## config.mk

```make
export PLATFORM = sky130hd
export DESIGN_NAME = url_percent_encoder_core
export DESIGN_NICKNAME = d
export VERILOG_FILES = /design/src/hdl/upe_pkg.sv /design/src/hdl/upe_encode.sv /design/src/hdl/url_percent_encoder_core.sv
export SDC_FILE = /design/constraint.sdc
export NUM_CORES = 1
export LEC_CHECK = 0
export BUFFER_PORTS_ARGS = -buffer_cell sky130_fd_sc_hd__buf_2
export CAP_MARGIN = 20
export CORE_ASPECT_RATIO = 0.6
export CORE_MARGIN = 5
export CORE_UTILIZATION = 60
export CTS_BUF_LIST = sky130_fd_sc_hd__clkbuf_16
export CTS_CLUSTER_DIAMETER = 40
export DETAILED_ROUTE_END_ITERATION = 8
export GPL_TIMING_DRIVEN = 0
export PLACE_DENSITY = 0.78
export SLEW_MARGIN = 20
export SYNTH_ARGS = -nofsm -noshare
export SYNTH_HDL_FRONTEND = slang
export SYNTH_SLANG_ARGS = --single-unit
```

## constraint.sdc

```tcl
create_clock -name clk -period 10.8 [get_ports clk]
set_input_delay 2.16 -clock clk [delete_from_list [all_inputs] [get_ports clk]]
set_output_delay 2.16 -clock clk [all_outputs]
set_load 0.01 [all_outputs]
```

## src/hdl/upe_pkg.sv

```systemverilog
// Shared types, codes and character helpers for the URL percent encoder.
`default_nettype none

package upe_pkg;

  localparam int unsigned CAP_W  = 16;
  localparam int unsigned BYTE_W = 8;

  localparam logic [BYTE_W-1:0] CH_PLUS    = 8'h2B;
  localparam logic [BYTE_W-1:0] CH_PERCENT = 8'h25;
  localparam logic [BYTE_W-1:0] CH_DOT     = 8'h2E;
  localparam logic [BYTE_W-1:0] CH_STAR    = 8'h2A;
  localparam logic [BYTE_W-1:0] CH_UNDER   = 8'h5F;
  localparam logic [BYTE_W-1:0] CH_DASH    = 8'h2D;
  localparam logic [BYTE_W-1:0] CH_SPACE   = 8'h20;

  // configuration register indexes
  localparam logic CFG_SPACE_AS_PLUS = 1'b0;
  localparam logic CFG_OUT_CAPACITY  = 1'b1;

  typedef enum logic [1:0] {
    ST_OK   = 2'd0,
    ST_DROP = 2'd1,
    ST_OVF  = 2'd2
  } status_t;

  typedef struct packed {
    status_t           status;
    logic              last;
    logic              has;
    logic [BYTE_W-1:0] chr;
  } res_t;

  typedef struct packed {
    res_t       r2;
    res_t       r1;
    res_t       r0;
    logic [1:0] last_idx;
    logic [1:0] cnt_add;
    logic       set_err;
  } upe_dec_t;

  function automatic res_t mk_res(logic [BYTE_W-1:0] chr, logic has, logic last,
                                  status_t status);
    res_t r;
    r.chr    = chr;
    r.has    = has;
    r.last   = last;
    r.status = status;
    return r;
  endfunction

  function automatic logic [BYTE_W-1:0] hex_char(logic [3:0] nib);
    logic [BYTE_W-1:0] c;
    if (nib < 4'd10) c = 8'h30 + {4'd0, nib};
    else             c = 8'h37 + {4'd0, nib};
    return c;
  endfunction

  function automatic logic passes(logic [BYTE_W-1:0] c);
    logic p;
    p = ((c >= 8'h41) && (c <= 8'h5A)) || ((c >= 8'h61) && (c <= 8'h7A)) ||
        ((c >= 8'h30) && (c <= 8'h39)) ||
        (c == CH_DOT) || (c == CH_STAR) || (c == CH_UNDER) || (c == CH_DASH) ||
        (c == CH_PERCENT) || (c == CH_PLUS);
    return p;
  endfunction

endpackage

`default_nettype wire

```

## src/hdl/upe_encode.sv

```systemverilog
// Per-byte encode decision: result characters, count step and overflow flag.
`default_nettype none

module upe_encode #(
  parameter int unsigned COUNT_WIDTH = 16
) (
  input  wire logic [7:0]             in_byte,
  input  wire logic [COUNT_WIDTH-1:0] cnt,
  input  wire logic [15:0]            capacity,
  input  wire logic                   err,
  input  wire logic                   space_as_plus,
  output upe_pkg::upe_dec_t           dec
);
  import upe_pkg::*;

  localparam int unsigned CMP_W = ((COUNT_WIDTH > CAP_W) ? COUNT_WIDTH : CAP_W) + 2;

  logic [CMP_W-1:0] cnt_ext;
  logic [CMP_W-1:0] cap_ext;
  logic             full;
  logic             fits;

  assign cnt_ext = CMP_W'(cnt);
  assign cap_ext = CMP_W'(capacity);
  assign full    = cnt_ext >= cap_ext;
  assign fits    = (cnt_ext + CMP_W'(3)) < cap_ext;

  always_comb begin
    dec          = '0;
    dec.r1       = mk_res(8'd0, 1'b0, 1'b0, ST_OK);
    dec.r2       = mk_res(8'd0, 1'b0, 1'b0, ST_OK);
    dec.last_idx = 2'd0;
    dec.cnt_add  = 2'd0;
    dec.set_err  = 1'b0;
    priority if (err) begin
      dec.r0 = mk_res(8'd0, 1'b0, 1'b1, ST_OVF);
    end else if (full) begin
      dec.r0 = mk_res(8'd0, 1'b0, 1'b1, ST_DROP);
    end else if (passes(in_byte)) begin
      dec.r0      = mk_res(in_byte, 1'b1, 1'b1, ST_OK);
      dec.cnt_add = 2'd1;
    end else if ((in_byte == CH_SPACE) && space_as_plus) begin
      dec.r0      = mk_res(CH_PLUS, 1'b1, 1'b1, ST_OK);
      dec.cnt_add = 2'd1;
    end else if (fits) begin
      dec.r0       = mk_res(CH_PERCENT, 1'b1, 1'b0, ST_OK);
      dec.r1       = mk_res(hex_char(in_byte[7:4]), 1'b1, 1'b0, ST_OK);
      dec.r2       = mk_res(hex_char(in_byte[3:0]), 1'b1, 1'b1, ST_OK);
      dec.last_idx = 2'd2;
      dec.cnt_add  = 2'd3;
    end else begin
      dec.r0      = mk_res(8'd0, 1'b0, 1'b1, ST_OVF);
      dec.set_err = 1'b1;
    end
  end

endmodule

`default_nettype wire

```

## src/hdl/url_percent_encoder_core.sv

```systemverilog
// Streaming URL percent encoder top level: input stage, result sequencer, budget state.
// The input stage registers the byte; the result sequencer registers its results.
// Throughput: one input beat per cycle (pass-through, plus, dropped, overflow bytes)
// with out_tready high; an escaped byte stalls input until its three beats are taken.
// Reset (rst_n low, synchronous): pipeline empty, count and error cleared,
// space_as_plus = 1, out_capacity = 256.
`default_nettype none

module url_percent_encoder_core #(
  parameter int unsigned COUNT_WIDTH = 16
) (
  input  wire logic        clk,
  input  wire logic        rst_n,
  input  wire logic        cfg_we,
  input  wire logic        cfg_idx,
  input  wire logic [15:0] cfg_wdata,
  input  wire logic        in_tvalid,
  output logic             in_tready,
  input  wire logic [7:0]  in_tdata,   // [7:0] in_byte
  input  wire logic        in_tlast,   // last_byte
  output logic             out_tvalid,
  input  wire logic        out_tready,
  output logic [7:0]       out_tdata,  // [7:0] out_byte
  output logic [2:0]       out_tuser,  // [0] has_byte, [2:1] status
  output logic             out_tlast   // run_last
);
  import upe_pkg::*;

  logic                   space_r;
  logic [15:0]            cap_r;
  logic [COUNT_WIDTH-1:0] cnt_r;
  logic [COUNT_WIDTH-1:0] cnt_nxt;
  logic                   err_r;
  logic                   err_nxt;

  logic                   a_valid_r;
  logic [7:0]             a_byte_r;
  logic                   a_last_r;

  logic                   b_valid_r;
  res_t                   b_res_r [3];
  logic [1:0]             b_idx_r;
  logic [1:0]             b_last_r;

  upe_dec_t               dec;
  res_t                   cur;
  logic                   b_done;
  logic                   load;
  logic                   a_move;

  upe_encode #(
    .COUNT_WIDTH(COUNT_WIDTH)
  ) u_enc (
    .in_byte       (a_byte_r),
    .cnt           (cnt_r),
    .capacity      (cap_r),
    .err           (err_r),
    .space_as_plus (space_r),
    .dec           (dec)
  );

  assign b_done    = b_valid_r && out_tready && (b_idx_r == b_last_r);
  assign load      = !b_valid_r || b_done;
  assign a_move    = a_valid_r && load;
  assign in_tready = !a_valid_r || load;

  assign cur        = b_res_r[b_idx_r];
  assign out_tvalid = b_valid_r;
  assign out_tdata  = cur.chr;
  assign out_tuser  = {cur.status, cur.has};
  assign out_tlast  = cur.last;

  assign cnt_nxt = a_last_r ? '0 : cnt_r + COUNT_WIDTH'(dec.cnt_add);
  assign err_nxt = a_last_r ? 1'b0 : (err_r | dec.set_err);

  always_ff @(posedge clk) begin
    if (!rst_n) begin
      space_r   <= 1'b1;
      cap_r     <= 16'd256;
      cnt_r     <= '0;
      err_r     <= 1'b0;
      a_valid_r <= 1'b0;
      b_valid_r <= 1'b0;
      b_idx_r   <= 2'd0;
      b_last_r  <= 2'd0;
    end else begin
      if (cfg_we) begin
        unique case (cfg_idx)
          CFG_SPACE_AS_PLUS: space_r <= cfg_wdata[0];
          CFG_OUT_CAPACITY:  cap_r   <= cfg_wdata;
          default:           ;
        endcase
      end
      if (in_tready) begin
        a_valid_r <= in_tvalid;
      end
      if (a_move) begin
        cnt_r <= cnt_nxt;
        err_r <= err_nxt;
      end
      if (load) begin
        b_valid_r <= a_valid_r;
        b_idx_r   <= 2'd0;
        b_last_r  <= dec.last_idx;
      end else if (b_valid_r && out_tready) begin
        b_idx_r <= b_idx_r + 2'd1;
      end
    end
  end

  always_ff @(posedge clk) begin
    if (in_tready) begin
      a_byte_r <= in_tdata;
      a_last_r <= in_tlast;
    end
    if (a_move) begin
      b_res_r[0] <= dec.r0;
      b_res_r[1] <= dec.r1;
      b_res_r[2] <= dec.r2;
    end
  end

`ifndef SYNTHESIS
  a_idx_range: assert property (@(posedge clk) disable iff (!rst_n)
    b_valid_r |-> (b_idx_r <= b_last_r))
    else $error("result index past last entry");

  a_err_single: assert property (@(posedge clk) disable iff (!rst_n)
    (a_move && err_r) |-> ((dec.r0.status == ST_OVF) && (dec.last_idx == 2'd0)))
    else $error("sticky error did not yield a single overflow result");

  a_empty_last: assert property (@(posedge clk) disable iff (!rst_n)
    (out_tvalid && !out_tuser[0]) |-> out_tlast)
    else $error("empty result beat not marked last");

  a_string_clear: assert property (@(posedge clk) disable iff (!rst_n)
    (a_move && a_last_r) |=> ((cnt_r == '0) && !err_r))
    else $error("budget not cleared after last byte");
`endif

endmodule

`default_nettype wire
```

## Yosys cells after proc, flatten, opt, wreduce, memory -nomap -nowiden

Memories as Yosys holds them, arrays and structs flattened. A register that Yosys moved wholly into a read port is not among the register bits.
Index checks and enable logic that the tools add are counted.

| storage, ports and cells | value |
|---|---|
| bits in registers | 49 |
| RAM bits | 36 |
| input bits | 31 |
| output and inout port bits | 14 |
| logic and storage cells | 89 |
| memories | 1 |

Memories:

| memory | words | bits a word | rd ports | clocked after Yosys merged registers in | wr ports | RTL line | RTL |
|---|---|---|---|---|---|---|---|
| b_res_r | 3 | 12 | 1 | 1 | 3 | url_percent_encoder_core.sv:41 | `res_t b_res_r [3];` |

| operators by class | value |
|---|---|
| add/sub/neg operators | 7 |
| magnitude comparators | 10 |
| eq/ne operators | 8 |
| mux-type cells | 28 |
| bitwise logic cells | 3 |
| reduce and logical (&&, ||, !) cells | 22 |

Operator list:

| operator | number |
|---|---|
| $mux W24 | 4 |
| $mux W12 | 5 |
| $eq A8 B6 Y1 const B | 6 |
| $add A6 B4 Y7 const A | 4 |
| $mux W22 | 1 |
| $lt A18 B16 Y1 | 1 |
| $add A16 B2 Y17 const B | 1 |
| $add A16 B2 Y16 | 1 |
| $ge A16 B16 Y1 | 1 |
| $ge A8 B7 Y1 const B | 2 |
| $le A8 B7 Y1 const B | 2 |
| $mux W16 | 1 |
| $mux W8 | 2 |
| $mux W2 | 6 |
| $logic_or A1 B1 Y1 | 10 |
| $mux W5 | 2 |
| $eq A8 B7 Y1 const B | 1 |
| $ge A8 B6 Y1 const B | 1 |
| $le A8 B6 Y1 const B | 1 |
| $lt A4 B4 Y1 const B | 2 |
| $logic_and A1 B1 Y1 | 7 |
| $mux W1 | 6 |
| $mux W4 | 1 |
| $reduce_and A2 Y1 | 2 |
| 6 further kinds | 8 |

## Longest topological paths before layout

Gate-level depths: netlist of the first run.

| logic depth | value |
|---|---|
| depth in word-level cells | 15 |
| depth in mapped cells | 21 |

## Modules after synthesis

Synthesis of the first run repeated with hierarchy kept, for this count alone.

| second synthesis, totals | value |
|---|---|
| cells, all modules | 533 |
| area total of the unflattened synthesis | 5231.3 µm² |

By module, submodules not included:

| module | instances | cells each | area an instance (µm²) | sequential area each (µm²) |
|---|---|---|---|---|
| url_percent_encoder_core | 1 | 287 | 3399.5 | 2192.1 |
| upe_encode | 1 | 246 | 1831.8 | 0.0 |

## Least setup slack after synthesis of the first run

OpenSTA, ideal clock, no wires.

| timing path | value |
|---|---|
| path type | input-to-output |
| start point | in out_tready |
| end point | out in_tready |
| arrival time | 2930 ps |
| data required time | 8640 ps |
| setup slack | 5710 ps |
| cell stages on the path | 4 |
| buffers on the path | 1 |
| cell sequence | inv_1 o31a_1 clkbuf_1 nand2_1 |

| between the ends | value |
|---|---|
| longest elaborated chain between the ends | 4 |

Ends and longest elaborated chain:

| item | RTL line | RTL |
|---|---|---|
| from (decl) | url_percent_encoder_core.sv:22 | `input wire logic out_tready,` |
| $logic_and A1 B1 Y1 (2 in series) | url_percent_encoder_core.sv:62 | `assign b_done = b_valid_r && out_tready && (b_idx_r == b_last_r);` |
| $logic_or A1 B1 Y1 | url_percent_encoder_core.sv:63 | `assign load = !b_valid_r \|\| b_done;` |
| $logic_or A1 B1 Y1 | url_percent_encoder_core.sv:65 | `assign in_tready = !a_valid_r \|\| load;` |
| to (decl) | url_percent_encoder_core.sv:18 | `output logic in_tready,` |

Every way passes these cells.

## Worst setup path in the final report of the first run

Ends and elaborated chain as after synthesis.

==> summary.md, run 1 <==
| Metric | Value |
|---|---|
| Clk buf depth | `2` |
| Die X | `123.6 um` |
| Req. time, crit path | `8.64 ns` |
| Detailed Place HPWL | `8271 um` |
| Pins Over Slew Limit | `0` |
| First-pass GRT wire length | `17960 um` |
| CTS clk-pin slew, worst paths | `roughly 0.050 ns` |
| Core area | `7387 um2` |
| Antenna cells | `0` |
| Vias per inst | `5.763` |
| Switching share of total power | `24.73%` |
| Gr usage total | `23.84%` |
| Routed wire length | `about 11000 um` |
| Sequential share of power | `44.4%` |
| Leak pwr | `2.096 nW` |
| Crit. End Element | `output pin` |
| Post-synthesis sequential area ratio | `about two fifths` |
| Internal Power | `0.5637 mW` |
| RSZ-0062 raised after global routing | `no` |
| Cell Count, Final, Fillers Out | `651` |
| Mapped Nets | `564` |
| Count leader, synth | `nand2_1` |
| Post_cts resized | `0` |
| Crit share post-route | `52.06%` |
| Final setup vio count | `0` |
| Post-CTS Hold Fix Bufs | `0` |
| Clock Power Share | `42.5%` |
| Slew HR | `47.24%` |
| Max VDD drop | `0.1013 mV` |
| Startpoint Class | `input pin` |
| R2r startpoint | `cnt_r[5]$_SDFFE_PN0P_` |
| FP Rows | `24` |
| Layout cells sized above 1 | `13.16%` |
| Initial Util | `approximately 63%` |
| CP Capture Point | `in_tready` |
| Yosys top cell by area | `edfxtp_1` |
| Inst Count DP | `635` |
| Routed len/inst | `16.80 um` |
| Initial antenna violation count | `0` |
| Worst min-delay path class | `flip-flop to flip-flop` |
| Main flop type after synthesis | `dfxtp_1` |
| Synth top area share | `23.27%` |
| Post-synth top cells | `nand2_1, ha_1, dfxtp_1, edfxtp_1, nor2_1` |
| Synth warn | `0` |
| Die Span Y | `78.16 um` |
| Top Ports | `45` |
| Vias | `about 3.8k` |
| First-pass DRT Iterations | `5` |
| # DRC | `0` |
| H-Tree Depth | `3` |
| CTS tree | `built` |
| Vias in the first global route | `3580` |
| Ys async rst share | `0%` |
| Slack of the worst reg-to-reg path | `5.88 ns` |
| Syn Area/Cell | `9.520 um2` |
| Status | `finished clean` |
| Number of synthesized flops with an enable pin | `36` |
| Synth Instances | `around 490` |
| Crit Reg-Reg Endpoint | `cnt_r[13]$_SDFFE_PN0P_` |
| Antenna Nets Post-Route | `0` |
| Num CTS Buffers | `9` |
| Number of setup buffers added after CTS | `0` |
| Worst-skew pair later-pin latency | `0.34 ns` |
| Setup Total Neg Slack | `0 ns` |
| Critical Path Source | `out_tready` |
| Hold Violations, Final | `0` |
| Critical Path AT | `approximately 3.5 ns` |
| Area delta synth->final | `14.27%` |
| Unique masters post-synth | `between 60 and 70` |
| Pwr dens | `141.1 nW/um2` |
| CP Max Fanout | `10` |
| Critical path class | `input pin to output pin` |
| Combinational Power Share | `between 10% and 20%` |
| Remaining Overflow, GRT | `0` |
| GPL Wtd Cong | `around 0.9` |
| Seq cells post-synth | `77` |
| Die ar. | `about 9700 um2` |
| Max Cap Viol | `0` |
| Nets | `618` |
| P_sw | `0.1852 mW` |
| Mapped Area | `4646 um2` |
| Clk root buf | `clkbuf_16` |
| Setup Skew | `0.006784 ns` |
| Ranking of synthesized cells by area | `edfxtp_1, dfxtp_1, ha_1` |
| DRT iter0 DRCs | `322` |
| Largest net degree at the start of global routing | `34` |
| Min Tclk post-route | `5.623 ns` |
| Fmax | `177.9 MHz` |
| IO Port Bufs | `43` |
| Clock sinks | `77` |
| R2R cell count | `20` |
| Slew at the pin closest to its max-slew limit | `between 0.7 and 0.8 ns` |
layer usage:
metal	track usage (%)	up-vias	part of all wire, %
met5	0	-	0
met4	5.746	0	0.92
met3	4.957	14	8.5
met2	33.42	144	40
met1	37.19	1748	50
li1	-	1846	-
sequential cells by signal, summed over array words and instances (netlist names), named ones only:
signal,cells
b_res_r,27
cap_r,16
cnt_r,16
a_byte_r,8
b_idx_r,2
a_last_r,1
a_valid_r,1
b_last_r,1
err_r,1
out_tvalid,1
space_r,1
how the worst min path moves through the flow:
| stage | startpoint | endpoint | slack [ns] | cells after the start |
|---|---|---|---|---|
| floorplan | space_r$_SDFFE_PN1P_ | space_r$_SDFFE_PN1P_ | 0.43 | 2 |
| detailed placement | cap_r[11]$_SDFFE_PN0P_ | cap_r[11]$_SDFFE_PN0P_ | 0.46 | 2 |
| global route | cap_r[14]$_SDFFE_PN0P_ | cap_r[14]$_SDFFE_PN0P_ | 0.49 | 2 |
| global placement | cap_r[10]$_SDFFE_PN0P_ | cap_r[10]$_SDFFE_PN0P_ | 0.45 | 2 |
| finish | cap_r[11]$_SDFFE_PN0P_ | cap_r[11]$_SDFFE_PN0P_ | 0.47 | 2 |
| CTS | cap_r[11]$_SDFFE_PN0P_ | cap_r[11]$_SDFFE_PN0P_ | 0.47 | 2 |
through the flow:
step           utilization [%]  hold WS [ns]  total power [mW]  cell area, um2  worst slack, ns
3_5_place_dp             67.58        0.4591            0.4341            4992            5.233
3_3_place_gp             67.56        0.4522            0.4289            4991            5.251
2_1_floorplan                -        0.4329            0.4031            4646            5.710
4_1_cts                  71.87        0.4664            0.7509            5309            5.213
6_report                 71.87        0.4656            0.7489            5309            5.177
5_1_grt                  71.87        0.4882            0.7769            5309            4.989
power by group through the flow:
stage	combinational [mW]	sequential (mW)	clock, mW
floorplan	0.0677	0.335	0
global placement	0.0910	0.338	0
detailed placement	0.0956	0.339	0
CTS	0.0967	0.332	0.322
global route	0.109	0.334	0.334
finish	0.0982	0.333	0.318
layout make-up:
cell class	count	area, um2
plain buffers	21	88.84
clock buffers	9	225.2
clock inverters	7	91.34
fillers	560	2078
inverters	32	120.1
multi-input cells	358	2536
flip-flops and latches	77	1902
well taps	104	130.1
repair buffers	43	215.2
critical path, cell delays in order:
cell and delay, ns:
buf_2 0.13, inv_1 0.05, o31a_1 0.15, clkbuf_1 0.38, nand2_1 0.35, buf_2 0.25
logic make-up (layout without fill, tap and decap cells):
kind of cell,Yosys count,after routing,share of synthesized area (%)
xor+xnor,32,32,6.033
compound gates,97,97,15.03
simple gates,174,174,19.20
other cells,1,1,0.08072
mux,9,9,1.966
flops,77,77,40.94
buf+inv,53,112,4.471
fa+ha+maj,45,45,12.28
cell usage in the layout (no fill, tap or decap), types with 3 or more instances in the layout:
master	instances
nand2_1	66
buf_2	44
ha_1	44
dfxtp_1	41
edfxtp_1	36
nor2_1	34
inv_1	33
o21ai_0	20
a21oi_1	18
clkbuf_1	18
xnor2_1	17
xor2_1	15
a21boi_0	15
nor2b_1	12
nand3_1	12
clkbuf_16	9
mux2i_1	8
nand4_1	7
nor3_1	7
and3_1	7
o211ai_1	6
a211oi_1	5
a21o_1	5
nand3b_1	4
o21a_1	4
and4_1	4
and2_1	4
nor3b_1	3
Power figures use the tool's default switching activity.
==> inputs of run 2 (changes only) <==
--- a/config.mk
+++ b/config.mk
@@ -9,12 +9,12 @@
 export CAP_MARGIN = 20
 export CORE_ASPECT_RATIO = 0.6
 export CORE_MARGIN = 5
-export CORE_UTILIZATION = 60
+export CORE_UTILIZATION = 54
 export CTS_BUF_LIST = sky130_fd_sc_hd__clkbuf_16
 export CTS_CLUSTER_DIAMETER = 40
 export DETAILED_ROUTE_END_ITERATION = 8
 export GPL_TIMING_DRIVEN = 0
-export PLACE_DENSITY = 0.78
+export PLACE_DENSITY = 0.74
 export SLEW_MARGIN = 20
 export SYNTH_ARGS = -nofsm -noshare
 export SYNTH_HDL_FRONTEND = slang
==> constraint.sdc (replaced) <==
create_clock -name clk -period 4.5 [get_ports clk]
set_input_delay 0.9 -clock clk [delete_from_list [all_inputs] [get_ports clk]]
set_output_delay 0.9 -clock clk [all_outputs]
set_load 0.01 [all_outputs]
==> run 2 against run 1 <==
Register-to-register slack got worse by 5.6 ns. Global-route usage decreased by 2.6 points. Routed wire length down 2.3%. Sequential cell count stayed put. Highest routed layer unchanged. Clock power rose to 2.5 times the previous value. Combinational power increased by 150%. Cell count is 1.8% higher. Hold slack hardly changed. Count of clock-buffer cells in the layout is the same. Core utilization shrank 7.8 points. Largest power group is now clock.
==> summary.md, run 2 (synthesis results as in run 1) <==
| Metric | Value |
|---|---|
| Leak pwr | `2.147 nW` |
| Antenna cells | `0` |
| Critical Path AT | `between 4 and 5 ns` |
| R2R cell count | `19` |
| Status | `finished clean` |
| Setup Skew | `0.005506 ns` |
| R2r startpoint | `cnt_r[5]$_SDFFE_PN0P_` |
| Die ar. | `about 11000 um2` |
| Initial antenna violation count | `0` |
| Max Cap Viol | `0` |
| FP Rows | `26` |
| Layout cells sized above 1 | `between 15 and 20%` |
| Slew at the pin closest to its max-slew limit | `0.6387 ns` |
| Final Worst Setup Slack | `between 0.2 and 0.3 ns` |
| Worst-skew pair later-pin latency | `0.33 ns` |
| Pins Over Slew Limit | `0` |
| P_sw | `approximately 0.43 mW` |
| Antenna Nets Post-Route | `0` |
| Gr usage total | `about a fifth` |
| GPL Wtd Cong | `0.9020` |
| Largest Register | `b_res_r` |
| Vias in the first global route | `between 3k and 4k` |
| Die X | `129.7 um` |
| Initial Util | `54.93%` |
| Hold path endpoint | `cap_r[9]$_SDFFE_PN0P_` |
| Switching share of total power | `23.35%` |
| Slack of the worst reg-to-reg path | `approximately 0.27 ns` |
| Clk buf depth | `2` |
| Crit Reg-Reg Endpoint | `cnt_r[10]$_SDFFE_PN0P_` |
| Routed len/inst | `16.12 um` |
| CP Max Fanout | `9` |
| Final setup vio count | `0` |
| Combinational Power Share | `between 10% and 20%` |
| Hold Violations, Final | `0` |
| First-pass DRT Iterations | `5` |
| Commonest non-fill, non-tap cells in the layout | `nand2_1, buf_2, ha_1` |
| Fillers | `673` |
| DRT iter0 DRCs | `335` |
| Crit share post-route | `94.08%` |
| Max VDD drop | `0.2731 mV` |
| Critical path class | `flip-flop to flip-flop` |
| Hold path depth | `2` |
| Clock sinks | `77` |
| Commonest non-fill, non-tap cell in the layout | `nand2_1` |
| Min Tclk post-route | `4.233 ns` |
| Power, Total | `1.840 mW` |
| Min-delay src | `cap_r[9]$_SDFFE_PN0P_` |
| First-pass GRT wire length | `17310 um` |
| Placement Cell Area | `5030 um2` |
| Area delta synth->final | `16.70%` |
| CTS tree | `built` |
| Final Instance Area | `5421 um2` |
| # DRC | `0` |
| Pwr dens | `339.4 nW/um2` |
| H-Tree Depth | `3` |
| Nets | `622` |
| Detailed Place HPWL | `8075 um` |
| Crit. End Element | `flip-flop` |
| Internal Power | `1.411 mW` |
| Largest register FFs | `27` |
| Die Span Y | `~80 um` |
| Slew HR | `57.13%` |
| Clock Power Share | `43.4%` |
| Largest net degree at the start of global routing | `24` |
| Remaining Overflow, GRT | `0` |
| Post-CTS Hold Fix Bufs | `0` |
| Regs by FF count | `b_res_r (27), cap_r (16), cnt_r (16)` |
| Worst min-delay path class | `flip-flop to flip-flop` |
| Routed wire length | `~11000 um` |
| Vias | `3726` |
| Dpl ws | `-0.2966 ns` |
| Fmax | `236.2 MHz` |
| Sequential share of power | `43.4%` |
| Core area | `8458 um2` |
| IO Port Bufs | `43` |
| Startpoint Class | `flip-flop` |
| Num CTS Buffers | `9` |
| Clk root buf | `clkbuf_16` |
| Req. time, crit path | `roughly 4.7 ns` |
| Vias per inst | `5.620` |
| CTS clk-pin slew, worst paths | `0.06 ns` |
| Top Ports | `45` |
-- run 2: cell count changes in the layout (fill, tap and decap cells not counted), moves of 2 or more --
cell | before | now
dfxtp_2 | 0 | 4
clkbuf_1 | 18 | 16
buf_4 | 0 | 4
dfxtp_1 | 41 | 37
clkinvlp_4 | 2 | 0
clkinv_1 | 1 | 3
-- run 2: power groups by stage --
stage          sequential [mW]  clock (mW)  combinational, mW
2_1_floorplan            0.805           0              0.163
3_3_place_gp             0.811           0              0.220
3_5_place_dp             0.812           0              0.232
4_1_cts                  0.798       0.807              0.240
5_1_grt                  0.802       0.843              0.270
6_report                 0.798       0.799              0.243
-- run 2: cell type report --
| type | instances | area, um2 | share of cell area [%] |
|---|---|---|---|
| multi-input cells | 358 | 2562 | 47.27 |
| plain buffers | 20 | 88.84 | 1.639 |
| clock inverters | 7 | 105.1 | 1.939 |
| clock buffers | 9 | 225.2 | 4.154 |
| repair buffers | 48 | 272.8 | 5.031 |
| flip-flops and latches | 77 | 1907 | 35.17 |
| inverters | 32 | 120.1 | 2.216 |
| well taps | 112 | 140.1 | 2.585 |
-- run 2: layer usage --
layer	wire length, um	track usage (%)	vias to the layer above
met1	5572	34.02	1713
met2	4145	28.11	143
li1	-	-	1853
met3	841	4.548	17
met5	0	0	-
met4	129	5.602	0
-- run 2: stage by stage --
step	utilization (%)	TNS, ns	std cells	hold WS [ns]
after floorplan	-	0	488	0.4329
after global placement	59.13	-1.894	643	0.4527
after detailed placement	59.47	-2.024	644	0.4595
after CTS	63.61	0	662	0.4672
after global routing	64.10	-0.04668	663	0.4921
final	64.10	0	663	0.4656
-- run 2: repair_timing --
action / CTS / global route
setup buffers: 3 / 1
cloned: 0 / 0
setup endpoints to repair: 12 / 11
gates resized for setup: 1 / 13
pin swaps: 1 / 1
-- run 2: worst max-delay path, stage by stage (launching register included) --
cell       delay, ns
dfxtp_1         0.37
clkbuf_4        0.21
nand3_1         0.11
nor2_2          0.18
and3_4          0.22
nor2b_4         0.17
xor2_1          0.23
ha_1            0.29
a211oi_1        0.21
o22ai_1         0.13
nor4b_2         0.25
o211ai_1        0.16
buf_4           0.18
a31oi_1         0.23
ha_1            0.25
fa_1            0.23
nand4bb_1       0.21
nor3_1          0.26
xnor2_1         0.16
nor2_1          0.06
-- run 2: worst max-delay path by stage --
stage,slack (ns),end,cells after the start,startpoint
final,0.27,cnt_r[10]$_SDFFE_PN0P_,19,cnt_r[5]$_SDFFE_PN0P_
after global routing,-0.02,cnt_r[13]$_SDFFE_PN0P_,20,cnt_r[5]$_SDFFE_PN0P_
after CTS,0.07,cnt_r[13]$_SDFFE_PN0P_,20,cnt_r[5]$_SDFFE_PN0P_
after detailed placement,-0.30,cnt_r[13]$_SDFFE_PN0P_,20,cnt_r[5]$_SDFFE_PN0P_
after global placement,-0.29,cnt_r[13]$_SDFFE_PN0P_,20,cnt_r[5]$_SDFFE_PN0P_
after floorplan,0.46,cnt_r[13]$_SDFFE_PN0P_,20,cnt_r[5]$_SDFFE_PN0P_
